$ cat config.mk
export PLATFORM = sky130hd
export DESIGN_NAME = pcs_cfg
export DESIGN_NICKNAME = d
export VERILOG_FILES = /design/src/rtl/core/pcs_pkg.sv /design/src/rtl/core/pcs_cfg.sv
export SDC_FILE = /design/constraint.sdc
export NUM_CORES = 1
export LEC_CHECK = 0
export BUFFER_PORTS_ARGS = -buffer_cell sky130_fd_sc_hd__clkbuf_2
export CAP_MARGIN = 10
export CORE_ASPECT_RATIO = 1.1
export CORE_UTILIZATION = 37
export CTS_CLUSTER_SIZE = 14
export DETAILED_ROUTE_END_ITERATION = 10
export HOLD_SLACK_MARGIN = 0.15
export PLACE_DENSITY = 0.79
export SYNTH_ARGS = -nofsm -noshare
export SYNTH_HDL_FRONTEND = slang
export SYNTH_SLANG_ARGS = --single-unit
$ cat constraint.sdc
create_clock -name clk -period 1.1 [get_ports clk]
set_clock_uncertainty 0.05 [all_clocks]
set_input_delay 0.055 -clock clk [delete_from_list [all_inputs] [get_ports clk]]
set_output_delay 0.055 -clock clk [all_outputs]
set_load 0.05 [all_outputs]
$ cat src/rtl/core/pcs_pkg.sv
// Shared types and constants for the pixel color to symbol quantizer.
`default_nettype none
package pcs_pkg;

  localparam int unsigned COLOR_W = 24;
  localparam int unsigned CHAN_W  = 8;
  localparam int unsigned IDX_W   = 4;
  localparam int unsigned SYM_W   = 6;
  localparam int unsigned SQ_W    = 16;
  localparam int unsigned DIST_W  = 18;
  localparam int unsigned ADDR_W  = 4;
  localparam int unsigned DATA_W  = 32;

  // Larger than any sum of three squared 8-bit differences.
  localparam logic [DIST_W-1:0] DIST_INIT = '1;

  localparam logic [CHAN_W-1:0] RESET_BLUE_MIN  = 8'd200;
  localparam logic [CHAN_W-1:0] RESET_OTHER_MAX = 8'd50;

  // Register indexes on the configuration port (byte address / 4).
  localparam logic [1:0] REG_EXTENDED  = 2'd0;
  localparam logic [1:0] REG_BLUE_MIN  = 2'd1;
  localparam logic [1:0] REG_OTHER_MAX = 2'd2;

  typedef struct packed {
    logic              extended_mode;
    logic [CHAN_W-1:0] blue_min;
    logic [CHAN_W-1:0] other_max;
  } cfg_t;

  // Word handed from cell to cell along the palette chain.
  typedef struct packed {
    logic               vld;
    logic               load;
    logic [IDX_W-1:0]   idx;
    logic [COLOR_W-1:0] color;
    logic               fixed;
    logic [SYM_W-1:0]   fixed_sym;
    logic [SYM_W-1:0]   best_idx;
    logic [DIST_W-1:0]  best_dist;
  } word_t;

endpackage
`default_nettype wire

$ cat src/rtl/core/pcs_cfg.sv
// APB-style configuration registers of the quantizer.
`default_nettype none
module pcs_cfg (
  input  wire logic                       clk,
  input  wire logic                       rst,
  input  wire logic                       psel,
  input  wire logic                       penable,
  input  wire logic                       pwrite,
  input  wire logic [pcs_pkg::ADDR_W-1:0] paddr,
  input  wire logic [pcs_pkg::DATA_W-1:0] pwdata,
  output logic      [pcs_pkg::DATA_W-1:0] prdata,
  output logic                            pready,
  output pcs_pkg::cfg_t                   cfg
);
  import pcs_pkg::*;

  logic       wr;
  logic [1:0] reg_sel;

  assign pready  = 1'b1;
  assign wr      = psel & penable & pwrite & pready;
  assign reg_sel = paddr[3:2];

  always_ff @(posedge clk) begin
    if (rst) begin
      cfg.extended_mode <= 1'b0;
      cfg.blue_min      <= RESET_BLUE_MIN;
      cfg.other_max     <= RESET_OTHER_MAX;
    end else if (wr) begin
      unique case (reg_sel)
        REG_EXTENDED:  cfg.extended_mode <= pwdata[0];
        REG_BLUE_MIN:  cfg.blue_min      <= pwdata[CHAN_W-1:0];
        REG_OTHER_MAX: cfg.other_max     <= pwdata[CHAN_W-1:0];
        default: ;
      endcase
    end
  end

  always_comb begin
    unique case (reg_sel)
      REG_EXTENDED:  prdata = {{(DATA_W-1){1'b0}}, cfg.extended_mode};
      REG_BLUE_MIN:  prdata = {{(DATA_W-CHAN_W){1'b0}}, cfg.blue_min};
      REG_OTHER_MAX: prdata = {{(DATA_W-CHAN_W){1'b0}}, cfg.other_max};
      default:       prdata = '0;
    endcase
  end

  a_blue_min_write: assert property (@(posedge clk) disable iff (rst)
    wr && reg_sel == REG_BLUE_MIN |=> cfg.blue_min == $past(pwdata[CHAN_W-1:0]))
    else $error("blue_min not updated by write");

endmodule
`default_nettype wire

==> results.txt <==
----------------------------------------------------
[Finish]
  Largest registers in the final layout ... cfg: 17 flops
  Footprint of the flip-flops and latches ... 362 µm²
  Total area of multi-input combinational cells ... around 660 µm²
  Final instance area ... ~1600 µm²
  Fill cells ... 209
  Core utilization of the finished layout ... between 60% and 70%
  Share of cells above drive strength 1 ... between 40 and 50%
  Max reg flops ... 17
  Net count of the finished layout ... 214
  Layout-stage area growth over the synthesis result ... 52.5%
  Register bank with the most flops ... cfg
  # diodes ... 0

[STA]
  Total negative slack for setup checks ... -0.194 ns
  Number of max-slew violations in the final report ... 0
  Fmax achieved ... slightly below 900 MHz
  Setup violators final ... 8
  Clock period minus worst slack ... between 1 and 1.5 ns
  Least setup slack across all paths after layout ... -0.0380 ns
  Hold Fails Final Rpt ... 0
  Worst hold slack across all endpoints ... between 0.15 and 0.2 ns
  Final worst path period share ... 103%
  Unrepaired setup endpoints after global routing ... true

[Status]
  Violations in the final reports ... setup timing
  Run status ... finished with violations

[Clock tree]
  Root buffer selected by CTS ... sky130_fd_sc_hd__clkbuf_4
  Clock tree from TritonCTS ... done
  Max H-tree Level ... 1
  Total clock sinks ... 17
  Insertion delay of the later-clocked pin in the worst-skew pair ... about 0.28 ns
  Clock buffer count from CTS ... 3
  Buffers from clock root to sink, at most ... 2
  Clock slew at the register clock pins of the worst setup and hold paths ... about 0.090 ns

[Synth]
  Share of Yosys cell area claimed by the top area cell type ... around a third
  Dominant cells by area after synthesis ... sky130_fd_sc_hd__dfxtp_1 33%, sky130_fd_sc_hd__buf_4 20%, sky130_fd_sc_hd__mux2i_1 17%
  Most frequent cell after synthesis ... sky130_fd_sc_hd__buf_4
  Post-synth ARST share ... 0%
  Number of distinct library cells after synthesis ... 18
  Primary FF master, synth ... sky130_fd_sc_hd__dfxtp_1
  Xor/xnor cell area share of the yosys netlist ... 0%
  Synthesized instance count ... between 100 and 150
  Sequential share of the synthesized area ... 32.8%
  Cell taking the most area after synthesis ... sky130_fd_sc_hd__dfxtp_1
  Adder and majority cell fraction of the synthesized area ... 0%
  Synth Warn # ... 0
  Synthesized cell area ... ~1000 µm²
  Combinational family with the most area after synthesis ... simple AND/OR/NAND/NOR gates
  Multiplexer share of the synthesized area ... 17.4%
  Simple-gate share of the synthesized area ... 21.6%
  Commonest cells in the synthesized netlist ... 27 x sky130_fd_sc_hd__buf_4, 19 x sky130_fd_sc_hd__nand2b_1, 18 x sky130_fd_sc_hd__mux2i_1
  Number of enable-type register cells in the synthesized netlist ... 0
  Total of flip-flops plus latches after synthesis ... 17
  Mean area per synthesized cell ... around 9.0 µm²
  Area fraction in compound gates after synthesis ... 6.39%

[Route]
  Final antenna-violating net count ... 0
  Detailed-router iteration count before antenna repair ... 4
  Overall via count from detail_route ... a little over 900
  Starting DRT DRC Count ... 7
  DRC ... 0
  Per-cell via count in the routed design ... 4.58
  Routed WL per cell ... approximately 13 µm
  Post-detailed-routing wire length ... 2.64 mm

[GRT]
  Top Usage Layer GRT ... met2
  Pin count of the biggest net entering global routing ... 32
  Met2 demand-to-capacity share in global routing ... between 30 and 40%
  Met3 track demand over resource in global routing ... 4.00%
  Number of global-route vias before repair ... between 800 and 900
  Overall Global Routing Usage ... between 10% and 20%
  Congestion Overflow GR ... 0
  GR Layer Usage met1 ... around 18%
  Wire length of the first global-routing pass ... approximately 3.8 mm
  Antenna violations before repair ... 0

[Critical path]
  Crit Path Max Fanout ... 3
  Arr. time, crit path ... between 1 and 1.5 ns
  Startpoint type of the worst setup path ... flip-flop
  Largest stage delay, worst path ... about 0.35 ns
  Critical path class ... reg -> out
  Number of buffer and inverter instances along the worst setup path ... 1
  Data required time of the critical path ... 1.00 ns
  Crit-path leading delay family ... flip-flops
  CP cell instances ... a22o_4 > buf_8
  Kind of capture point of the worst setup path ... primary output
  CP max stage cell ... sky130_fd_sc_hd__dfxtp_2

[Place]
  Dpl hpwl ... 1.67 mm
  Dpl cell area ... 1270 µm²
  Final estimated routing congestion in global placement ... roughly 0.7
  Post-place setup slack ... -0.0385 ns
  Number of I/O port buffers ... 39

[Die]
  Effective utilization at floorplan ... between 40% and 50%
  Die Height ... around 58 µm
  Width of the die ... about 52 µm
  Num rows ... 19
  Ports ... between 90 and 100
  Total Die Area ... slightly above 3000 µm²
  Placeable Area ... between 2000 and 3000 µm²

[Power and ir drop]
  Highest ir drop seen on vdd ... ~0.00094 V
  Power density over cell area ... ~930 nW/µm²
  Cell leakage power ... 0.000731 µW

[Flow run]
  MaxCap Viol Count ... 0

[Worst hold path]
  Path category of the worst min-delay check ... in -> reg

----------------------------------------------------
[power breakdown]
| group | total (µW) | switching, µW | internal (µW) |
|---|---|---|---|
| registers | 632 | 7.94 | 624 |
| clock network | 323 | 182 | 141 |
| logic | 522 | 361 | 161 |
| total | 1480 | 551 | 926 |
[layout make-up]
cell class,instances,share of cell area [%]
multi-input combinational,90,41.8
tap,31,2.45
clock buffer,4,1.66
timing repair buffer,61,31.2
sequential,17,22.9
[routing by layer]
layer / up-vias / routed length (µm)
li1: 444 / -
met1: 431 / 950
met2: 47 / 1480
met3: 8 / 107
met4: 0 / 99
met5: - / 0
[kinds of logic after synthesis]
family                 count (synthesis)
DFF                                   17
other                                  2
muxes                                 18
buffers and inverters                 31
AOI/OAI and AO/OA                      8
and+or+nand+nor                       39
[tightest hold or removal path: stages]
cell                       delay, ns
sky130_fd_sc_hd__clkbuf_2       0.10
sky130_fd_sc_hd__buf_4          0.15
sky130_fd_sc_hd__nor3_2         0.06
sky130_fd_sc_hd__mux2i_1        0.12
[placed cells by master, fill, tap and decap left out]
cell type	Yosys	layout
sky130_fd_sc_hd__a22o_4	0	7
sky130_fd_sc_hd__and2b_2	0	1
sky130_fd_sc_hd__buf_12	0	2
sky130_fd_sc_hd__buf_4	27	12
sky130_fd_sc_hd__buf_6	0	1
sky130_fd_sc_hd__buf_8	0	6
sky130_fd_sc_hd__clkbuf_1	3	1
sky130_fd_sc_hd__clkbuf_2	0	28
sky130_fd_sc_hd__clkbuf_4	0	3
sky130_fd_sc_hd__conb_1	2	25
sky130_fd_sc_hd__dfxtp_2	0	17
sky130_fd_sc_hd__dlygate4sd3_1	0	11
sky130_fd_sc_hd__dlymetal6s4s_1	0	1
sky130_fd_sc_hd__mux2i_1	18	17
sky130_fd_sc_hd__mux2i_4	0	1
sky130_fd_sc_hd__nand2_1	1	1
sky130_fd_sc_hd__nand2b_1	19	19
sky130_fd_sc_hd__nand3_1	1	1
sky130_fd_sc_hd__nand4_1	1	1
sky130_fd_sc_hd__nor2_1	12	12
sky130_fd_sc_hd__nor2b_1	1	1
sky130_fd_sc_hd__nor3_2	0	1
sky130_fd_sc_hd__nor3b_2	0	1
sky130_fd_sc_hd__nor3b_4	1	1
sky130_fd_sc_hd__o21ai_4	0	1
[per-stage QoR]
stage               instances  power, µW
floorplan                 138       1060
global placement          184       1070
detailed placement        184       1080
CTS                       203       1460
global route              203       1560
finish                    203       1480
[final timing paths]
kind                            slack, ns     start  cells after the start        end
worst max-delay path                -0.04   cfg[14]                      2  prdata[6]
worst min-delay path                 0.19  paddr[3]                      4    cfg[16]
worst max register to register       0.30   cfg[16]                      3    cfg[16]
worst min register to register       0.45    cfg[7]                      2     cfg[7]
[what timing repair did]
| action | 4_1_cts | 5_1_grt |
|---|---|---|
| setup buffers | 3 | 0 |
| pin swaps | 1 | 1 |
| endpoints found under the hold margin | 17 | 0 |
| gates resized for setup | 15 | 24 |
| hold buffers | 12 | 0 |
| endpoints found under the setup margin | 8 | 13 |
No activity file was read; power rests on OpenSTA's default activity.
