### config.mk
export PLATFORM = sky130hd
export DESIGN_NAME = pcs_front
export DESIGN_NICKNAME = d
export VERILOG_FILES = /design/src/rtl/core/pcs_pkg.sv /design/src/rtl/core/pcs_front.sv
export SDC_FILE = /design/constraint.sdc
export NUM_CORES = 1
export LEC_CHECK = 0
export ABC_AREA = 1
export BUFFER_PORTS_ARGS = -buffer_cell sky130_fd_sc_hd__buf_2
export CAP_MARGIN = 5
export CORE_ASPECT_RATIO = 1.4
export CORE_MARGIN = 4
export CORE_UTILIZATION = 35
export DETAILED_ROUTE_END_ITERATION = 10
export PLACE_DENSITY = 0.81
export REMOVE_ABC_BUFFERS = 1
export SKIP_LAST_GASP = 1
export SLEW_MARGIN = 5
export SYNTH_ARGS = -nofsm -noshare
export SYNTH_HDL_FRONTEND = slang
export SYNTH_SLANG_ARGS = --single-unit
### constraint.sdc
create_clock -name vclk -period 2.8
set_input_delay 0.42 -clock vclk [all_inputs]
set_output_delay 0.42 -clock vclk [all_outputs]
set_load 0.02 [all_outputs]
### src/rtl/core/pcs_pkg.sv
// Shared types and constants for the pixel color to symbol quantizer.
`default_nettype none
package pcs_pkg;

  localparam int unsigned COLOR_W = 24;
  localparam int unsigned CHAN_W  = 8;
  localparam int unsigned IDX_W   = 4;
  localparam int unsigned SYM_W   = 6;
  localparam int unsigned SQ_W    = 16;
  localparam int unsigned DIST_W  = 18;
  localparam int unsigned ADDR_W  = 4;
  localparam int unsigned DATA_W  = 32;

  // Larger than any sum of three squared 8-bit differences.
  localparam logic [DIST_W-1:0] DIST_INIT = '1;

  localparam logic [CHAN_W-1:0] RESET_BLUE_MIN  = 8'd200;
  localparam logic [CHAN_W-1:0] RESET_OTHER_MAX = 8'd50;

  // Register indexes on the configuration port (byte address / 4).
  localparam logic [1:0] REG_EXTENDED  = 2'd0;
  localparam logic [1:0] REG_BLUE_MIN  = 2'd1;
  localparam logic [1:0] REG_OTHER_MAX = 2'd2;

  typedef struct packed {
    logic              extended_mode;
    logic [CHAN_W-1:0] blue_min;
    logic [CHAN_W-1:0] other_max;
  } cfg_t;

  // Word handed from cell to cell along the palette chain.
  typedef struct packed {
    logic               vld;
    logic               load;
    logic [IDX_W-1:0]   idx;
    logic [COLOR_W-1:0] color;
    logic               fixed;
    logic [SYM_W-1:0]   fixed_sym;
    logic [SYM_W-1:0]   best_idx;
    logic [DIST_W-1:0]  best_dist;
  } word_t;

endpackage
`default_nettype wire

### src/rtl/core/pcs_front.sv
// Entry stage: decodes an input word into a chain word and settles the fixed symbols.
`default_nettype none
module pcs_front (
  input  wire logic                        valid,
  input  wire logic                        func,
  input  wire logic [pcs_pkg::COLOR_W-1:0] pixel_color,
  input  wire logic [pcs_pkg::IDX_W-1:0]   entry_index,
  input  wire logic [pcs_pkg::COLOR_W-1:0] entry_color,
  input  wire pcs_pkg::cfg_t               cfg,
  output pcs_pkg::word_t                   wo
);
  import pcs_pkg::*;

  // Rounds a channel to 0..3 in steps of 85: (v + 42) / 85, capped at 3.
  function automatic logic [1:0] quant(input logic [CHAN_W-1:0] v);
    logic [1:0] q;
    if (v >= 8'd213) q = 2'd3;
    else if (v >= 8'd128) q = 2'd2;
    else if (v >= 8'd43) q = 2'd1;
    else q = 2'd0;
    return q;
  endfunction

  logic [CHAN_W-1:0] b, g, r;
  logic              forced;

  assign b = pixel_color[7:0];
  assign g = pixel_color[15:8];
  assign r = pixel_color[23:16];
  assign forced = (b > cfg.blue_min) && (g < cfg.other_max) && (r < cfg.other_max);

  always_comb begin
    wo.vld       = valid;
    wo.load      = func;
    wo.idx       = entry_index;
    wo.color     = func ? entry_color : pixel_color;
    wo.fixed     = cfg.extended_mode | forced;
    wo.fixed_sym = cfg.extended_mode ? {quant(b), quant(g), quant(r)} : '0;
    wo.best_idx  = '0;
    wo.best_dist = DIST_INIT;
  end

endmodule
`default_nettype wire

==> flow_metrics.py, run 1 <==
metrics = {
    "run_status": {
        "status": "finished clean",
    },
    "power": {
        "netSwitchingFraction_pct": 61.5,
        "total_power_mw": 0.310,
        "p_per_area_nw_per_um2": 179,
        "power_leakage_nw": 1.21,
        "clockPowerShare_pct": 0,
        "pwr-share-seq_pct": 0,
        "irDropWorstVdd_uv": 86.0,
        "p_sw_mw": 0.191,
        "comb_power_share_pct": 100.0,
        "p_int_mw": 0.120,
    },
    "detailed_routing": {
        "route.antenna.remaining_nets": 0,
        "vias_per_cell": 4.31,
        "routed.top_layer": "met3",
        "via_count": 1570,
        "met3_length_um": 456,
        "wl_met1_um": 1230,
        "wl_per_cell_um": 10.0,
        "drt_iter0_markers": 22,
        "met2WireLength_um": 1970,
        "route.detailed.drc": 0,
        "routed_wl_um": 3660,
        "drtPass1Iterations": 5,
    },
    "die": {
        "num_io_pins": 132,
        "initial_core_util_pct": 36.8,
        "coreArea_um2": 3680,
        "fp.dieW_um": 60.6,
        "die_area_um2": 4940,
        "fp-row-count": 26,
        "die_h_um": 81.6,
    },
    "sta": {
        "hold_slack_ns": 0.840,
        "setup_ws_ns": 0.810,
        "tightest_slew_ns": 0.588,
        "rsz0062_at_grt": "no",
        "final_hold_viol_count": 0,
        "finalSetupTns_ns": 0,
        "post-route-min-period_ns": 1.99,
        "timing.final.crit_share_pct": 71.1,
        "drv_slew": 0,
        "fmaxAchievable_ghz": 0.502,
        "maxSlewHeadroom_pct": 60.8,
        "setup_viol": 0,
    },
    "cells_and_area": {
        "drive_gt1_share_pct": 36.3,
        "fill_cells": 409,
        "n_clock_buffer": 0,
        "final_cells": 364,
        "n_antenna_cell": 0,
        "nFlopsAndLatches": 0,
        "nNetsFinal": 417,
        "final_core_util_pct": 47.1,
        "final_area_um2": 1730,
        "regArea_um2": 0,
        "area_growth_pct": 27.9,
    },
    "placed_design": {
        "port-buffer-count": 98,
        "dp_slack_ns": 0.809,
        "hpwl_um": 3380,
        "finalWeightedCongestion": 0.807,
        "dpl_cell_area_um2": 1730,
        "place_inst": 364,
    },
    "logic_synthesis": {
        "synth_area_leaders": "ha_1 20%, nand2_1 19%, buf_4 17%",
        "syn_inst": 235,
        "netlist_top_cells_count": "70 x nand2_1, 37 x inv_1, 30 x buf_4, 25 x o21ai_1, 22 x ha_1",
        "synth_most_common_cell": "nand2_1",
        "netlist_area_um2": 1350,
        "yosysSeqAreaShare_pct": 0,
        "synth_top_area_share_pct": 20.3,
        "synth.distinct_cells": 21,
        "yosys_warnings": 0,
        "syn_area_per_cell_um2": 5.76,
        "yosysTopAreaCell": "ha_1",
    },
    "setup_path": {
        "slowest_delay_ns": 0.32,
        "crit_top_cell": "nand2_1",
        "worstPathMaxFanout": 4,
        "worstPathRequired_ns": 2.38,
        "worstSetupStartpointType": "primary input",
        "critPathArrivalTime_ns": 1.57,
        "crit_type": "primary input to output pin",
        "crit_slowest_cell": "ha_1",
        "crit_chain": "buf_2 -> ha_1 -> nand2_1 -> nand2_1 -> nor2_1 -> nand2_1 -> nor2_1 -> nand2_1 -> o21ai_2 -> buf_2",
        "cp-end-kind": "output pin",
    },
    "hold_path": {
        "hold_class": "primary input to output pin",
    },
    "grt": {
        "grtUsageTotal_pct": 14.0,
        "grt_max_degree": 32,
        "grt_pass1_wl_um": 5690,
        "antenna_found_initial": 0,
        "grt_overflow": 0,
        "grt_pass1_vias": 1499,
    },
    "clocking": {
        "hold_buffers": 0,
        "post-cts-setup-buffer-count": 0,
        "ctsResizeCount": 0,
    },
    "flow_run": {
        "drv_cap": 0,
    },
}
[final cells by class]
class              count  area (µm²)  area share [%]
inverters             47         176            10.2
multi-input cells    175         997            57.6
well taps             42        52.6            3.03
repair buffers       100         505            29.2
[power by group through the flow]
stage / clock [mW] / sequential (mW) / combinational [mW]
after floorplan: 0 / 0 / 0.192
after global placement: 0 / 0 / 0.308
after detailed placement: 0 / 0 / 0.313
after CTS: 0 / 0 / 0.315
after global routing: 0 / 0 / 0.354
final: 0 / 0 / 0.310
[logic make-up (layout without fill, tap and decap cells)]
logic type | after synthesis | after routing | synth area share [%]
and+or+nand+nor | 82 | 82 | 23.8
buffers and inverters | 82 | 147 | 32.4
AOI/OAI and AO/OA | 41 | 41 | 16.8
other | 2 | 24 | 0.555
adders and majority gates | 22 | 22 | 20.3
muxes | 6 | 6 | 6.10
[worst max-delay path: cells and delay by family]
family                   cells  cell delay, ns
adder cells (fa/ha/maj)      1            0.32
AND/OR/NAND/NOR              6            0.41
AO/OA/AOI/OAI                1            0.12
buffers and inverters        2            0.29
[layer usage]
| metal | vias to the layer above | track usage [%] |
|---|---|---|
| li1 | 845 | - |
| met1 | 642 | 13.7 |
| met2 | 83 | 30.4 |
| met3 | 0 | 2.36 |
| met4 | 0 | 0 |
| met5 | - | 0 |
[worst paths after layout]
check	slack, ns	cells past startpoint	to	startpoint
setup / recovery	0.81	10	wo[30]	pixel_color[23]
hold / removal	0.84	0	wo[56]	entry_index[1]
[cells in the final DEF (no fill, tap or decap)]
cell type / count
o21bai_1: 1
clkinv_1: 1
nor2_4: 1
nor2_1: 7
nand2_2: 1
a21o_1: 1
a21oi_1: 12
inv_1: 37
ha_1: 22
mux2_4: 4
nand2_1: 70
inv_2: 9
buf_2: 98
nand3_1: 3
mux2_1: 2
o21ai_2: 1
o21bai_4: 1
o21ai_1: 25
buf_4: 2
conb_1: 24
No activity file was read; power rests on OpenSTA's default activity.
==> inputs of run 2 (changes only) <==
--- a/config.mk
+++ b/config.mk
@@ -12,7 +12,7 @@
 export CORE_MARGIN = 4
 export CORE_UTILIZATION = 35
 export DETAILED_ROUTE_END_ITERATION = 10
-export PLACE_DENSITY = 0.81
+export PLACE_DENSITY = 0.84
 export REMOVE_ABC_BUFFERS = 1
 export SKIP_LAST_GASP = 1
 export SLEW_MARGIN = 5
==> constraint.sdc (replaced) <==
create_clock -name vclk -period 1.7
set_input_delay 0.255 -clock vclk [all_inputs]
set_output_delay 0.255 -clock vclk [all_outputs]
set_load 0.02 [all_outputs]
==> run 2 against run 1 <==
  * Worst hold slack got worse by 0.33 ns
  * Die area unchanged
  * Flip-flop and latch count unchanged
  * Largest power group unchanged
  * Highest routed layer unchanged
==> flow_metrics.py, run 2 (same netlist as run 1, synthesis figures left out) <==
metrics = {
    "grt": {
        "grtUsageTotal_pct": 13.1,
        "grt_overflow": 0,
        "grt_pass1_vias": 1391,
        "grt_pass1_wl_um": 5300,
        "grt_max_degree": 44,
        "antenna_found_initial": 0,
    },
    "sta": {
        "drv_slew": 0,
        "fmaxAchievable_ghz": 0.628,
        "timing.final.crit_share_pct": 93.7,
        "post-route-min-period_ns": 1.59,
        "final_hold_viol_count": 0,
        "setup_viol": 0,
        "hold_slack_ns": 0.510,
        "finalSetupTns_ns": 0,
    },
    "power": {
        "irDropWorstVdd_uv": 158,
        "power_leakage_nw": 1.23,
        "p_per_area_nw_per_um2": 299,
    },
    "cells_and_area": {
        "drive_gt1_share_pct": 42.3,
        "n_antenna_cell": 0,
        "final_area_um2": 1900,
        "layout_common_cells": "96 x buf_2, 65 x nand2_1, 35 x inv_1",
        "multi_input_area_um2": 1120,
        "final_core_util_pct": 51.6,
        "nFlopsAndLatches": 0,
        "regArea_um2": 0,
        "n_clock_buffer": 0,
        "area_growth_pct": 40.1,
        "final_common_cell": "buf_2",
        "fill_cells": 378,
        "nNetsFinal": 419,
    },
    "die": {
        "fp-row-count": 26,
        "coreArea_um2": 3680,
        "initial_core_util_pct": 36.8,
        "num_io_pins": 132,
        "fp.dieW_um": 60.6,
        "die_h_um": 81.6,
        "die_area_um2": 4940,
    },
    "setup_path": {
        "startpoint": "pixel_color[5]",
        "crit_type": "primary input to output pin",
        "worstPathRequired_ns": 1.44,
        "slowest_delay_ns": 0.31,
        "worstSetupStartpointType": "primary input",
        "critPathArrivalTime_ns": 1.34,
        "crit_slowest_cell": "ha_1",
        "critPathCapture": "wo[30]",
        "worstPathMaxFanout": 3,
        "cp-end-kind": "output pin",
        "crit_top_cell": "nand3_1",
        "crit_chain": "buf_2 -> ha_1 -> nand2_2 -> nor2_4 -> nand3_1 -> nand3_1 -> nand2_1 -> o21ai_2 -> buf_6",
    },
    "placed_design": {
        "finalWeightedCongestion": 0.738,
        "hpwl_um": 3310,
        "dpl_cell_area_um2": 1750,
        "port-buffer-count": 98,
    },
    "detailed_routing": {
        "drt_iter0_markers": 30,
        "met2WireLength_um": 2170,
        "routed.top_layer": "met3",
        "vias_per_cell": 4.41,
        "drtPass1Iterations": 4,
        "wl_per_cell_um": 10.6,
        "met3_length_um": 412,
        "route.detailed.drc": 0,
        "wl_met1_um": 1290,
        "route.antenna.remaining_nets": 0,
        "via_count": 1613,
        "routed_wl_um": 3880,
    },
    "flow_run": {
        "drv_cap": 0,
    },
    "hold_path": {
        "hold_class": "primary input to output pin",
        "worstHoldStart": "entry_index[1]",
        "hold_depth": 0,
    },
    "run_status": {
        "status": "finished clean",
    },
}
==> run 2: worst min-delay path by stage <==
stage                        end  slack [ns]
final                     wo[56]        0.51
after global routing      wo[60]        0.51
after CTS                 wo[55]        0.51
after detailed placement  wo[55]        0.51
after global placement    wo[55]        0.51
after floorplan           wo[55]        0.51
==> run 2: stage by stage <==
| stage | instances | worst slack (ns) | power (mW) |
|---|---|---|---|
| 2_1_floorplan | 222 | 0.255 | 0.316 |
| 3_3_place_gp | 365 | 0.0466 | 0.513 |
| 3_5_place_dp | 365 | 0.0330 | 0.521 |
| 4_1_cts | 365 | 0.0288 | 0.523 |
| 5_1_grt | 366 | -0.0118 | 0.637 |
| 6_report | 366 | 0.108 | 0.567 |
==> run 2: final cells by class <==
| type | instances | share of cell area, % |
|---|---|---|
| inverters | 47 | 9.56 |
| multi-input cells | 175 | 58.9 |
| well taps | 42 | 2.77 |
| repair buffers | 102 | 28.8 |
==> run 2: where the power goes <==
part           switching, mW  internal [mW]  total [mW]
Sequential                 0              0           0
Combinational          0.336          0.231       0.567
Clock                      0              0           0
==> run 2: repair_timing <==
action | CTS | global route
buffers inserted | 0 | 1
resized for setup | 0 | 23
hold buffers | 0 | 0
setup endpoints to repair | 0 | 1
==> run 2: worst max-delay path: cells and delay by family <==
family	cells	cell delay, ns
buffers and inverters	2	0.24
AOI/OAI and AO/OA	1	0.14
adders and majority gates	1	0.31
and+or+nand+nor	5	0.39
==> run 2: layer usage <==
| layer | vias up | track usage (%) |
|---|---|---|
| met4 | 0 | 0 |
| met1 | 681 | 12.8 |
| met3 | 0 | 1.57 |
| met2 | 80 | 28.9 |
| li1 | 852 | - |
| met5 | - | 0 |
==> inputs of run 3 (changes only) <==
--- a/config.mk
+++ b/config.mk
@@ -5,14 +5,13 @@
 export SDC_FILE = /design/constraint.sdc
 export NUM_CORES = 1
 export LEC_CHECK = 0
-export ABC_AREA = 1
 export BUFFER_PORTS_ARGS = -buffer_cell sky130_fd_sc_hd__buf_2
 export CAP_MARGIN = 5
 export CORE_ASPECT_RATIO = 1.4
 export CORE_MARGIN = 4
-export CORE_UTILIZATION = 35
+export CORE_UTILIZATION = 33
 export DETAILED_ROUTE_END_ITERATION = 10
-export PLACE_DENSITY = 0.84
+export PLACE_DENSITY = 0.83
 export REMOVE_ABC_BUFFERS = 1
 export SKIP_LAST_GASP = 1
 export SLEW_MARGIN = 5
==> run 3 against run 2 <==
  * The run now ends with negative setup slack left
  * Non-clock buffer count is 13 higher
  * Die area is 3.7% lower
  * Sequential share of layout area stayed put
  * Wire length is 5.2% lower
  * Cell count is 17% lower
  * Via count is 12% lower
  * Fmax is 16% lower
  * Core utilization is 0.076 points higher
  * Largest cell class unchanged
  * Highest routed layer unchanged
==> flow_metrics.py, run 3 <==
metrics = {
    "run_status": {
        "status": "complete, but fails checks",
        "violations": "negative setup slack",
    },
    "logic_synthesis": {
        "yosys_warnings": 0,
        "synth_mux_area_share_pct": 21.2,
        "synth_top_area_share_pct": 22.5,
        "synth_top_family_by_area": "buffers and inverters",
        "synth-adder-area-share_pct": 22.5,
        "netlist_area_um2": 1220,
        "syn_inst": 158,
        "synth_area_leaders": "ha_1 23%, mux2_2 21%, buf_4 18%",
        "synth_most_common_cell": "buf_4",
        "syn_area_per_cell_um2": 7.74,
        "synth.distinct_cells": 25,
        "synth_simple_gate_area_share_pct": 10.0,
        "synth_compound_area_share_pct": 20.6,
        "synth-xor-area-share_pct": 0,
        "netlist_top_cells_count": "30 x buf_4, 23 x mux2_2, 22 x ha_1, 18 x inv_1, 9 x o21ai_0",
        "yosysTopAreaCell": "ha_1",
        "yosysSeqAreaShare_pct": 0,
    },
    "cells_and_area": {
        "final_cells": 302,
        "regArea_um2": 0,
        "nFlopsAndLatches": 0,
        "final_area_um2": 1790,
        "layout_common_cells": "96 x buf_2, 24 x conb_1, 23 x mux2_2",
        "final_common_cell": "buf_2",
        "n_clock_buffer": 0,
        "n_antenna_cell": 0,
        "nNetsFinal": 357,
        "area_growth_pct": 46.8,
        "drive_gt1_share_pct": 55.3,
    },
    "setup_path": {
        "critPathArrivalTime_ns": 1.63,
        "startpoint": "cfg[6]",
        "cp-end-kind": "output pin",
        "worstSetupStartpointType": "primary input",
        "worstPathMaxFanout": 3,
        "crit_type": "primary input to output pin",
        "worstPathRequired_ns": 1.44,
    },
    "grt": {
        "grt_overflow": 0,
        "grt_pass1_wl_um": 5630,
        "antenna_found_initial": 0,
        "grtUsageTotal_pct": 14.1,
        "grt_pass1_vias": 1401,
        "grt_max_degree": 27,
    },
    "hold_path": {
        "hold_class": "primary input to output pin",
        "worstHoldStart": "entry_index[0]",
    },
    "sta": {
        "setup_viol": 1,
        "post-route-min-period_ns": 1.89,
        "final_hold_viol_count": 0,
        "setup_ws_ns": -0.187,
        "finalSetupTns_ns": -0.187,
        "drv_slew": 0,
        "fmaxAchievable_ghz": 0.530,
        "timing.final.crit_share_pct": 111,
        "rsz0062_at_grt": "yes",
    },
    "detailed_routing": {
        "routed_wl_um": 3680,
        "route.antenna.remaining_nets": 0,
        "vias_per_cell": 4.70,
        "route.detailed.drc": 0,
        "drtPass1Iterations": 4,
        "wl_per_cell_um": 12.2,
        "via_count": 1418,
        "drt_iter0_markers": 19,
    },
    "flow_run": {
        "drv_cap": 0,
    },
    "die": {
        "coreArea_um2": 3470,
        "fp.dieW_um": 59.4,
        "num_io_pins": 132,
        "initial_core_util_pct": 35.2,
        "die_area_um2": 4760,
        "die_h_um": 80.0,
        "fp-row-count": 25,
    },
    "power": {
        "power_leakage_nw": 1.04,
        "total_power_mw": 0.535,
        "irDropWorstVdd_uv": 135,
        "p_per_area_nw_per_um2": 298,
    },
    "clocking": {
        "post-cts-setup-buffer-count": 0,
        "hold_buffers": 0,
    },
    "placed_design": {
        "hpwl_um": 3310,
        "dpl_cell_area_um2": 1750,
        "place_inst": 302,
        "finalWeightedCongestion": 0.788,
        "port-buffer-count": 98,
    },
}
==> run 3: changes by cell type after synthesis, moves of 4 or more <==
cell / delta
and2_1: +5
o21a_1: +6
o21ai_1: -22
nand4_1: +4
inv_1: -19
inv_2: -9
nor2_1: -4
mux2_2: +23
nand2_1: -65
a21o_1: +5
a21oi_1: -6
o21ai_0: +9
mux2_4: -4
==> run 3: power by group <==
part | switching (mW) | internal, mW
Clock | 0 | 0
Sequential | 0 | 0
Combinational | 0.293 | 0.242
Total | 0.293 | 0.242
==> run 3: area by class of cell <==
class | count | area, µm²
timing repair buffer | 115 | 643
tap | 40 | 50.0
fill | 356 | 1680
inverter | 18 | 70.1
multi-input combinational | 129 | 1030
==> run 3: kinds of logic after synthesis <==
family,Yosys count
AO/OA/AOI/OAI,38
multiplexers,23
buffers and inverters,51
AND/OR/NAND/NOR,22
other,2
adder cells (fa/ha/maj),22
==> run 3: critical path, cell delays in order <==
cell	delay [ns]
buf_6	0.10
inv_4	0.05
ha_4	0.20
a21o_1	0.16
a2111oi_2	0.28
o21ai_1	0.13
nor4_2	0.16
o22a_1	0.17
buf_6	0.12
==> run 3: timing repair <==
action | CTS | global route
pin swaps | 5 | 1
setup endpoints to repair | 1 | 3
gates resized for setup | 7 | 3
==> run 3: routing by layer <==
| layer | share of wire [%] | vias up | track usage (%) |
|---|---|---|---|
| li1 | - | 720 | - |
| met1 | 34 | 632 | 15.3 |
| met2 | 57 | 66 | 29.2 |
| met3 | 8.8 | 0 | 1.62 |
| met4 | 0 | 0 | 0 |
| met5 | 0 | - | 0 |
==> run 3: path summary, 6_finish.rpt <==
| path | end | slack (ns) | cells past startpoint |
|---|---|---|---|
| hold / removal | wo[55] | 0.51 | 0 |
| setup / recovery | wo[30] | -0.19 | 9 |
==> run 3: metrics by stage <==
stage          utilization [%]  hold slack, ns  worst slack, ns
6_report                  51.7           0.510           -0.187
5_1_grt                   51.7           0.510           -0.285
4_1_cts                   51.5           0.510           -0.299
3_5_place_dp              50.3           0.510           -0.398
3_3_place_gp              50.3           0.510           -0.388
2_1_floorplan                -           0.510           -0.155
