===== src/rtl/core/pcs_pkg.sv =====
// Shared types and constants for the pixel color to symbol quantizer.
`default_nettype none
package pcs_pkg;

  localparam int unsigned COLOR_W = 24;
  localparam int unsigned CHAN_W  = 8;
  localparam int unsigned IDX_W   = 4;
  localparam int unsigned SYM_W   = 6;
  localparam int unsigned SQ_W    = 16;
  localparam int unsigned DIST_W  = 18;
  localparam int unsigned ADDR_W  = 4;
  localparam int unsigned DATA_W  = 32;

  // Larger than any sum of three squared 8-bit differences.
  localparam logic [DIST_W-1:0] DIST_INIT = '1;

  localparam logic [CHAN_W-1:0] RESET_BLUE_MIN  = 8'd200;
  localparam logic [CHAN_W-1:0] RESET_OTHER_MAX = 8'd50;

  // Register indexes on the configuration port (byte address / 4).
  localparam logic [1:0] REG_EXTENDED  = 2'd0;
  localparam logic [1:0] REG_BLUE_MIN  = 2'd1;
  localparam logic [1:0] REG_OTHER_MAX = 2'd2;

  typedef struct packed {
    logic              extended_mode;
    logic [CHAN_W-1:0] blue_min;
    logic [CHAN_W-1:0] other_max;
  } cfg_t;

  // Word handed from cell to cell along the palette chain.
  typedef struct packed {
    logic               vld;
    logic               load;
    logic [IDX_W-1:0]   idx;
    logic [COLOR_W-1:0] color;
    logic               fixed;
    logic [SYM_W-1:0]   fixed_sym;
    logic [SYM_W-1:0]   best_idx;
    logic [DIST_W-1:0]  best_dist;
  } word_t;

endpackage
`default_nettype wire


===== src/rtl/core/pcs_cell.sv =====
// One palette cell: holds an entry, scores a passing pixel against it, keeps the best.
`default_nettype none
module pcs_cell #(
  parameter int unsigned INDEX = 0
) (
  input  wire logic           clk,
  input  wire logic           rst,
  input  wire logic           adv,
  input  wire pcs_pkg::word_t wi,
  output pcs_pkg::word_t      wo
);
  import pcs_pkg::*;

  localparam logic [6:0]       INDEX_CMP = 7'(INDEX);
  localparam logic [SYM_W-1:0] INDEX_SYM = SYM_W'(INDEX);

  logic [COLOR_W-1:0] entry;
  word_t              sa;
  logic [SQ_W-1:0]    sq_b, sq_g, sq_r;

  logic signed [8:0]  db, dg, dr;
  logic signed [17:0] pb, pg, pr;
  logic [DIST_W-1:0]  dist_sum;
  logic               hit;

  assign db = $signed({1'b0, wi.color[7:0]})   - $signed({1'b0, entry[7:0]});
  assign dg = $signed({1'b0, wi.color[15:8]})  - $signed({1'b0, entry[15:8]});
  assign dr = $signed({1'b0, wi.color[23:16]}) - $signed({1'b0, entry[23:16]});
  assign pb = db * db;
  assign pg = dg * dg;
  assign pr = dr * dr;

  assign hit = wi.vld && wi.load && ({3'b000, wi.idx} == INDEX_CMP);

  // A load word writes the entry as it passes, so earlier pixels keep the old color.
  always_ff @(posedge clk) begin
    if (rst) begin
      entry <= '0;
    end else if (adv && hit) begin
      entry <= wi.color;
    end
  end

  always_ff @(posedge clk) begin
    if (rst) begin
      sa.vld <= 1'b0;
    end else if (adv) begin
      sa   <= wi;
      sq_b <= pb[SQ_W-1:0];
      sq_g <= pg[SQ_W-1:0];
      sq_r <= pr[SQ_W-1:0];
    end
  end

  assign dist_sum = DIST_W'(sq_b) + DIST_W'(sq_g) + DIST_W'(sq_r);

  // Strict compare keeps the lowest index on a tie.
  always_ff @(posedge clk) begin
    if (rst) begin
      wo.vld <= 1'b0;
    end else if (adv) begin
      wo <= sa;
      if (dist_sum < sa.best_dist) begin
        wo.best_dist <= dist_sum;
        wo.best_idx  <= INDEX_SYM;
      end
    end
  end

  a_entry_write: assert property (@(posedge clk) disable iff (rst)
    adv && hit |=> entry == $past(wi.color))
    else $error("palette entry not written by load word");

  a_best_monotonic: assert property (@(posedge clk) disable iff (rst)
    adv && sa.vld |=> wo.best_dist <= $past(sa.best_dist))
    else $error("best distance grew across a cell");

endmodule
`default_nettype wire


===== config.mk =====
export PLATFORM = sky130hd
export DESIGN_NAME = pcs_cell
export DESIGN_NICKNAME = d
export VERILOG_FILES = /design/src/rtl/core/pcs_pkg.sv /design/src/rtl/core/pcs_cell.sv
export SDC_FILE = /design/constraint.sdc
export NUM_CORES = 1
export LEC_CHECK = 0
export BUFFER_PORTS_ARGS = -buffer_cell sky130_fd_sc_hd__buf_4
export CORE_AREA = 8 8 164 166
export CTS_CLUSTER_SIZE = 12
export DETAILED_ROUTE_END_ITERATION = 7
export DIE_AREA = 0 0 172 174
export HOLD_SLACK_MARGIN = 0.1
export PLACE_DENSITY_LB_ADDON = 0.05
export REMOVE_ABC_BUFFERS = 1
export SYNTH_ARGS = -nofsm -noshare
export SYNTH_HDL_FRONTEND = slang
export SYNTH_SLANG_ARGS = --single-unit

===== constraint.sdc =====
create_clock -name clk -period 16.8 [get_ports clk]
set_input_delay 0.84 -clock clk [delete_from_list [all_inputs] [get_ports clk]]
set_output_delay 0.84 -clock clk [all_outputs]
set_load 0.05 [all_outputs]

==> results.json, run 1 <==
{
  "outcome": "finished, final reports clean",
  "grt_overflow": 0,
  "port_buffers": 124,
  "cts_buffers": 17,
  "grt_max_degree": 72,
  "yosysTopAreaCell": "edfxtp_1",
  "grt_pass1_vias": 10647,
  "cts_resized": 0,
  "skew_ns": 0.0267,
  "initial_core_util_pct": 63.4,
  "grt_setup_unrepaired": "false",
  "worstSkewPairLatency_ns": 0.44,
  "core-area_sq_um": 24500,
  "min_period_ns": 6.87,
  "setup_ws_ns": 9.93,
  "arrival_ns": 7.04,
  "cts_tree": "built",
  "synth_seq_cells": 191,
  "yosys_warnings": 0,
  "cts_root_buf": "clkbuf_16",
  "finalSetupTns_ns": 0,
  "synth_edf_count": 165,
  "required_ns": 16.97,
  "area_growth_syn_to_layout_pct": 12.2,
  "drt_first_pass_iters": 5,
  "seq_area_frac_synth_pct": 35.2,
  "synth_cell_types": 66,
  "post-place-ws_ns": 9.50,
  "final_cells": 1878,
  "setup.worst_path.start_class": "input port",
  "viasPerCell": 5.24,
  "synthTopCellsByCount": "280 x inv_1, 169 x fa_1, 165 x edfxtp_1",
  "cts.sinks": 191,
  "relSlewSlack_pct": 24.7,
  "post_cts_buffers": 0,
  "ant_nets": 0,
  "fin_crit_sh_pct": 40.9,
  "avgSynthCellArea_sq_um": 11.1,
  "tightestPinTransition_ns": 1.13,
  "grt_antenna_before_repair": 0,
  "clkTransAtPathRegs_ns": 0.08,
  "critPathKind": "in2reg",
  "setup_viol": 0,
  "die_x_microns": 172,
  "final_max_slew_viol_count": 0,
  "drt-total-wl_microns": 29200,
  "cap_violations": 0,
  "io_pins": 125,
  "syn-cell-area_sq_um": 15600,
  "track_usage_pct": 20.8,
  "dpl_cell_area_sq_um": 16900,
  "crit_start": "wi[47]",
  "synth_top_cell_area_share_pct": 31.8,
  "h-tree-depth": 4,
  "drc": 0,
  "wl_per_cell_microns": 15.5,
  "drtIter0Drc": 492,
  "hp-class": "reg2reg",
  "ys_top_cells_by_area": "edfxtp_1 32%, fa_1 22%, ha_1 13%",
  "synth_most_common_cell": "inv_1",
  "ff2ff_path_depth": 23,
  "synthArstFlopShare_pct": 0,
  "r2r_start": "entry[16]$_SDFFE_PP0P_",
  "hold-path-cell-count": 0,
  "max_freq_mhz": 146,
  "drive_gt1_share_pct": 13.9,
  "hold_violations": 0,
  "die_area_sq_um": 29900,
  "grt_pass1_wl_microns": 50000,
  "cts_buffer_depth": 2,
  "final_nets": 1929,
  "synthCells": 1405,
  "dr_total_vias": 9833,
  "hp-start": "sa[24]$_DFFE_PP_",
  "worst-path-max-fanout": 15,
  "ctsHoldBuffers": 0,
  "n_antenna_cell": 0,
  "place.gp.congestion": 0.876,
  "dp_hpwl_microns": 23100,
  "rows": 58,
  "dp_cells": 1846,
  "fin_area_sq_um": 17500,
  "die_h_microns": 174,
  "endpoint_kind": "flop",
  "ys.flop_type": "edfxtp_1"
}
## worst paths after layout
check / to / slack (ns)
hold reg to reg: wo[24]$_DFFE_PP_ / 0.41
setup reg to reg: sq_r[14]$_DFFE_PP_ / 10.16
hold / removal: wo[24]$_DFFE_PP_ / 0.41
setup / recovery: sq_r[14]$_DFFE_PP_ / 9.93
## layout by cell type (no fill, tap or decap), types with 15 or more instances in the layout
cell type,count
xnor2_1,66
inv_1,280
a21oi_1,58
ha_1,161
xor2_1,19
a21o_1,19
mux2_2,15
clkbuf_16,17
dfxtp_1,26
nor2_1,103
edfxtp_1,165
buf_4,128
nand2b_1,15
nand2_1,126
o21ai_0,19
fa_1,169
## flip-flops by register name (all words and copies together) (netlist names)
register,cells
sq_b,15
sa,61
sq_g,15
wo,61
sq_r,15
entry,24
## through the flow
stage | util (%) | hold slack (ns)
3_5_place_dp | 68.8 | 0.405
6_report | 71.2 | 0.414
3_3_place_gp | 68.8 | 0.401
5_1_grt | 71.2 | 0.428
4_1_cts | 71.2 | 0.417
2_1_floorplan | - | 0.400
## metal layers
layer  global-route usage (%)  vias to the layer above  share of wire (%)
met3                     3.90                       42                5.4
met5                        0                        -                  0
met4                     7.15                        0                2.4
met1                     26.8                     4780                 44
li1                         -                     4798                  -
met2                     34.5                      213                 48
## cell type report
| type | instances | area (sq um) |
|---|---|---|
| Tap cell | 330 | 413 |
| Inverter | 285 | 1070 |
| Clock buffer | 18 | 429 |
| Fill cell | 1839 | 7070 |
| Timing Repair Buffer | 128 | 961 |
| Sequential cell | 191 | 5480 |
| Multi-Input combinational cell | 912 | 8940 |
| Clock inverter | 14 | 169 |
## kinds of logic (layout without fill, tap and decap cells)
| logic type | after synthesis | in the layout | synth area share (%) |
|---|---|---|---|
| xor+xnor | 89 | 89 | 5.20 |
| flops | 191 | 191 | 35.2 |
| simple gates | 301 | 301 | 8.62 |
| buf+inv | 303 | 445 | 7.40 |
| other cells | 2 | 3 | 0.0483 |
| fa+ha+maj | 330 | 330 | 34.7 |
| compound gates | 167 | 167 | 7.27 |
| mux | 22 | 22 | 1.58 |
## worst max-delay path, stage by stage
cell and delay [ns]:
buf_4 0.09, inv_1 0.05, ha_1 0.21, fa_1 0.41, nor2b_1 0.16, o31a_1 0.19, o21bai_2 0.10, a21oi_2 0.60
nor2_1 0.14, fa_1 0.56, inv_1 0.06, fa_1 0.52, inv_1 0.05, fa_1 0.50, fa_1 0.54, inv_1 0.05
fa_1 0.51, inv_1 0.05, ha_1 0.32, inv_1 0.08, o21ai_1 0.08, a2111o_1 0.43, a31o_1 0.22, a21oi_1 0.18
xnor2_1 0.09
Power of run 1 is left out: the tool's default activity adds up to more than one toggle a clock period on the data nets, which glitch-free logic cannot reach.
==> run 2: changes to the inputs <==
--- a/config.mk
+++ b/config.mk
@@ -6,10 +6,10 @@
 export NUM_CORES = 1
 export LEC_CHECK = 0
 export BUFFER_PORTS_ARGS = -buffer_cell sky130_fd_sc_hd__buf_4
-export CORE_AREA = 8 8 164 166
+export CORE_AREA = 8 8 176 178
 export CTS_CLUSTER_SIZE = 12
 export DETAILED_ROUTE_END_ITERATION = 7
-export DIE_AREA = 0 0 172 174
+export DIE_AREA = 0 0 184 186
 export HOLD_SLACK_MARGIN = 0.1
 export PLACE_DENSITY_LB_ADDON = 0.05
 export REMOVE_ABC_BUFFERS = 1
==> constraint.sdc (replaced) <==
create_clock -name clk -period 6.2 [get_ports clk]
set_input_delay 0.31 -clock clk [delete_from_list [all_inputs] [get_ports clk]]
set_output_delay 0.31 -clock clk [all_outputs]
set_load 0.05 [all_outputs]
==> run 2 against run 1 <==
Global-route usage down 1.4 points; final area rose by 8.2%; flip-flop and latch count unchanged; hold slack got worse by 0.29 ns; setup slack got worse by 9.7 ns; cell count rose by 9.8%; first-iteration DRC count down 17%; non-clock buffer count increased by 130; count of clock-buffer cells in the layout rose by 1; critical path depth down 3; register-to-register slack got worse by 9.9 ns; sequential share of layout area is 2.4 points lower; critical endpoint unchanged.
==> results.json, run 2 (same netlist as run 1, synthesis figures left out) <==
{
  "hp-class": "in2reg",
  "cts_buffer_depth": 2,
  "path_cells": "dlygate4sd3_1 > ha_4 > nor2b_1 > o31a_1 > o21bai_2 > a21bo_4 > or2_4 > fa_1 > fa_1 > inv_1 > fa_1 > fa_1 > inv_1 > fa_1 > inv_1 > ha_4 > inv_1 > o21ai_1 > a2111o_1 > a31o_1 > a21oi_2 > xnor2_1",
  "die_h_microns": 186,
  "setup_viol": 0,
  "grt_pass1_vias": 10879,
  "hold-path-cell-count": 3,
  "grt_overflow": 0,
  "cts_tree": "built",
  "relSlewSlack_pct": 31.5,
  "ff2ff_path_depth": 25,
  "drive_gt1_share_pct": 19.8,
  "skew_ns": 0.00645,
  "drc": 0,
  "required_ns": 6.40,
  "cts_buffers": 17,
  "drt-total-wl_microns": 31100,
  "critPathKind": "in2reg",
  "rr_endpoint": "sq_g[14]$_DFFE_PP_",
  "hold_violations": 0,
  "cts.sinks": 191,
  "final_cells": 2062,
  "tightestPinTransition_ns": 1.02,
  "hp-start": "wi[48]",
  "core-area_sq_um": 28200,
  "post-place-ws_ns": -0.0797,
  "viasPerCell": 4.96,
  "clkTransAtPathRegs_ns": 0.07,
  "drt_first_pass_iters": 4,
  "grt_antenna_before_repair": 0,
  "die_area_sq_um": 34200,
  "finalSetupTns_ns": 0,
  "layout_common_cells": "278 x inv_1, 200 x buf_4, 165 x edfxtp_1, 163 x fa_1, 155 x ha_1",
  "dp_cells": 1970,
  "setup.worst_path.start_class": "input port",
  "worstSkewPairLatency_ns": 0.44,
  "arrival_ns": 6.20,
  "dp_hpwl_microns": 24200,
  "cpMaxStageDelayCell": "dlygate4sd3_1",
  "endpoint_kind": "flop",
  "die_x_microns": 184,
  "max_freq_mhz": 167,
  "track_usage_pct": 19.4,
  "place.gp.congestion": 0.886,
  "holdPathEnd": "entry[17]$_SDFFE_PP0P_",
  "cap_violations": 0,
  "rows": 62,
  "fin_crit_sh_pct": 96.8,
  "worst-path-max-fanout": 4,
  "io_pins": 125,
  "initial_core_util_pct": 55.1,
  "final_nets": 2059,
  "h-tree-depth": 4,
  "dr_total_vias": 10229,
  "port_buffers": 124,
  "ant_nets": 0,
  "final_max_slew_viol_count": 0,
  "min_period_ns": 6.00,
  "wl_per_cell_microns": 15.1,
  "grt_pass1_wl_microns": 52800,
  "final_common_cell": "inv_1",
  "outcome": "finished, final reports clean",
  "cts_root_buf": "clkbuf_16",
  "r2r_start": "entry[8]$_SDFFE_PP0P_",
  "n_antenna_cell": 0,
  "grt_max_degree": 166,
  "setup_ws_ns": 0.200,
  "r2r_slack_ns": 0.24,
  "area_growth_syn_to_layout_pct": 21.4,
  "drtIter0Drc": 410,
  "critPathMaxStageDelay_ns": 0.62,
  "reg_top3": "sa: 61 flops, wo: 61 flops, entry: 24 flops",
  "crit_top_cell": "fa_1"
}
[run 2: changes by cell type in the layout (fill, tap and decap cells not counted), sizes merged]
cell,before,now
buf,128,201
clkinv,4,7
clkinvlp,2,0
dlygate4sd3,0,56
dlymetal6s4s,0,1
clkbuf,18,19
bufinv,1,2
inv,292,289
[run 2: how the worst max path moves through the flow]
stage / slack (ns) / cells after the start / end / from
final: 0.20 / 22 / sq_r[14]$_DFFE_PP_ / wi[49]
after global routing: -0.05 / 25 / sq_g[14]$_DFFE_PP_ / entry[8]$_SDFFE_PP0P_
after CTS: 0.01 / 23 / sq_r[14]$_DFFE_PP_ / wi[49]
after detailed placement: -0.08 / 26 / sq_r[14]$_DFFE_PP_ / wi[47]
after global placement: -0.0005 / 26 / sq_r[14]$_DFFE_PP_ / wi[47]
after floorplan: -2.14 / 1 / sa[0]$_DFFE_PP_ / rst
[run 2: timing repair]
action,4_1_cts,5_1_grt
endpoints found under the hold margin,57,0
setup endpoints to repair,0,13
resized for setup,0,64
buffers inserted,0,5
hold buffers,57,0
[run 2: layer usage]
layer	share of wire, %	up-vias	global-route usage (%)
li1	-	5054	-
met1	47	4996	25.4
met3	4.6	17	4.51
met2	48	162	32.4
met5	0	-	0
met4	1.1	0	4.26
[run 2: per-stage QoR]
stage          area (sq um)  hold WS, ns  util (%)
2_1_floorplan         15500        0.379         -
3_3_place_gp          17500        0.400      61.9
3_5_place_dp          17500        0.405      61.9
4_1_cts               18600        0.104      65.9
5_1_grt               18900        0.116      66.9
6_report              18900        0.126      66.9
[run 2: cell type report]
type / instances / area, sq um
clock buffer: 19 / 433
clock inverter: 13 / 136
fill: 2239 / 9340
inverter: 285 / 1070
multi-input combinational: 912 / 9200
sequential: 191 / 5480
tap: 384 / 480
timing repair buffer: 258 / 2090
[run 2: critical path, delay by kind of cell]
family,cells,cell delay [ns]
simple gates,2,0.38
compound gates,7,1.57
fa+ha+maj,7,3.04
xor+xnor,1,0.07
buf+inv,5,0.83
Power of run 2 is left out for the same reason.
==> run 3: changes to the inputs <==
--- a/config.mk
+++ b/config.mk
@@ -6,10 +6,10 @@
 export NUM_CORES = 1
 export LEC_CHECK = 0
 export BUFFER_PORTS_ARGS = -buffer_cell sky130_fd_sc_hd__buf_4
-export CORE_AREA = 8 8 176 178
+export CORE_AREA = 8 8 168 170
 export CTS_CLUSTER_SIZE = 12
 export DETAILED_ROUTE_END_ITERATION = 7
-export DIE_AREA = 0 0 184 186
+export DIE_AREA = 0 0 176 178
 export HOLD_SLACK_MARGIN = 0.1
 export PLACE_DENSITY_LB_ADDON = 0.05
 export REMOVE_ABC_BUFFERS = 1
==> constraint.sdc (replaced) <==
create_clock -name clk -period 6.5 [get_ports clk]
set_input_delay 0.325 -clock clk [delete_from_list [all_inputs] [get_ports clk]]
set_output_delay 0.325 -clock clk [all_outputs]
set_load 0.05 [all_outputs]
==> run 3 against run 2 <==
Register-to-register slack better by 0.08 ns; flip-flop and latch count unchanged; utilization increased by 5.0 points; count of clock-buffer cells in the layout down 2; sequential share of layout area is 0.72 points higher; setup slack improved by 0.024 ns; wire length fell by 3.6%; non-clock buffer count down 43; cell count decreased by 4.5%; via count shrank 1.6%; final area is 2.5% lower; hold slack better by 0.013 ns; critical endpoint unchanged.
==> results.json, run 3 (same netlist as run 1, synthesis figures left out) <==
{
  "tightestPinTransition_ns": 1.02,
  "final_max_slew_viol_count": 0,
  "ff2ff_path_depth": 24,
  "fin_area_sq_um": 18400,
  "drtIter0Drc": 495,
  "hold-path-cell-count": 3,
  "cap_violations": 0,
  "cts_root_buf": "clkbuf_16",
  "cts_buffers": 17,
  "grt_pass1_vias": 11028,
  "crit_family": "adder cells",
  "drive_gt1_share_pct": 16.5,
  "drt-total-wl_microns": 30000,
  "die_h_microns": 178,
  "grt_pass1_wl_microns": 52100,
  "r2r_start": "entry[8]$_SDFFE_PP0P_",
  "relSlewSlack_pct": 31.6,
  "initial_core_util_pct": 60.7,
  "critPathKind": "in2reg",
  "core-area_sq_um": 25600,
  "cts_tree": "built",
  "final_cells": 1970,
  "fin_crit_sh_pct": 96.6,
  "dp_cells": 1873,
  "drt_first_pass_iters": 6,
  "drc": 0,
  "holdPathEnd": "entry[0]$_SDFFE_PP0P_",
  "die_x_microns": 176,
  "final_nets": 2016,
  "dr_total_vias": 10065,
  "hp-class": "in2reg",
  "endpoint_kind": "flop",
  "ant_nets": 0,
  "die_area_sq_um": 31300,
  "n_antenna_cell": 0,
  "hp-start": "wi[31]",
  "layout_common_cells": "277 x inv_1, 165 x fa_1, 165 x edfxtp_1, 158 x ha_1, 153 x buf_4",
  "dpl_cell_area_sq_um": 17000,
  "wl_per_cell_microns": 15.2,
  "reg_top3": "sa: 61 flops, wo: 61 flops, entry: 24 flops",
  "viasPerCell": 5.11,
  "port_buffers": 124,
  "area_growth_syn_to_layout_pct": 18.4,
  "cpMaxStageDelayCell": "dlygate4sd3_1",
  "arrival_ns": 6.47,
  "io_pins": 125,
  "path_buf_inv": 7,
  "rr_endpoint": "sq_g[14]$_DFFE_PP_",
  "rows": 59,
  "cts.sinks": 191,
  "min_period_ns": 6.28,
  "outcome": "finished, final reports clean",
  "worst-path-max-fanout": 5,
  "post-place-ws_ns": 0.0455,
  "dp_hpwl_microns": 23200,
  "grt_max_degree": 140,
  "grt_antenna_before_repair": 0,
  "setup_ws_ns": 0.224,
  "h-tree-depth": 4,
  "finish.utilization_pct": 71.9,
  "grt_overflow": 0,
  "crit_top_cell": "fa_1",
  "required_ns": 6.70,
  "place.gp.congestion": 0.862,
  "worstSkewPairLatency_ns": 0.45,
  "setup.worst_path.start_class": "input port",
  "clkTransAtPathRegs_ns": 0.09,
  "final_common_cell": "inv_1",
  "r2r_slack_ns": 0.32,
  "track_usage_pct": 20.5,
  "skew_ns": 0.0228,
  "cts_buffer_depth": 2,
  "max_freq_mhz": 159,
  "critPathMaxStageDelay_ns": 0.54,
  "setup_viol": 0,
  "hold_violations": 0
}
[run 3: how the worst max path moves through the flow]
stage / start / endpoint / slack, ns / cells after the start
floorplan: rst / sa[0]$_DFFE_PP_ / -1.85 / 1
global placement: wi[39] / sq_g[14]$_DFFE_PP_ / 0.18 / 26
detailed placement: wi[31] / sq_b[15]$_DFFE_PP_ / 0.05 / 26
CTS: wi[47] / sq_r[15]$_DFFE_PP_ / 0.005 / 27
global route: wi[33] / sq_b[14]$_DFFE_PP_ / -0.04 / 25
finish: wi[47] / sq_r[14]$_DFFE_PP_ / 0.22 / 25
[run 3: per-layer routing]
metal / up-vias / share of wire, % / wire length (microns) / GRT usage, %
li1: 4971 / - / - / -
met1: 4890 / 45 / 13600 / 26.3
met2: 176 / 49 / 14700 / 35.7
met3: 28 / 4.4 / 1330 / 3.90
met4: 0 / 1.2 / 362 / 4.80
met5: - / 0 / 0 / 0
[run 3: through the flow]
step / setup TNS, ns / hold WS (ns)
after global placement: 0 / 0.401
after floorplan: -305.28 / 0.394
after detailed placement: 0 / 0.405
after CTS: 0 / 0.101
after global routing: -0.0861 / 0.142
final: 0 / 0.140
[run 3: worst register-to-register path: stages (launching register included)]
cell      delay (ns)
dfxtp_1         0.36
ha_1            0.15
inv_1           0.05
fa_2            0.37
a211oi_2        0.28
o21bai_1        0.12
a21oi_2         0.25
xnor2_4         0.18
and2_4          0.18
inv_1           0.04
fa_1            0.51
inv_1           0.07
fa_1            0.50
inv_1           0.05
fa_1            0.53
inv_1           0.05
fa_1            0.44
ha_1            0.29
ha_1            0.33
a21oi_2         0.18
o21bai_1        0.10
a2111o_1        0.43
a31o_1          0.21
a21oi_1         0.17
xnor2_1         0.08
[run 3: timing repair]
action / in CTS / in global routing
hold endpoints to repair: 59 / 1
hold buffers: 59 / 1
endpoints found under the setup margin: 0 / 10
buffers inserted: 0 / 5
resized for setup: 0 / 35
[run 3: area by class of cell]
cell class	instances	area, sq um
clock buffer	17	425
clock inverter	15	185
fill	1868	7190
inverter	285	1070
multi-input combinational	912	9070
sequential	191	5480
tap	335	419
timing repair buffer	215	1780
Power of run 3 is left out for the same reason.
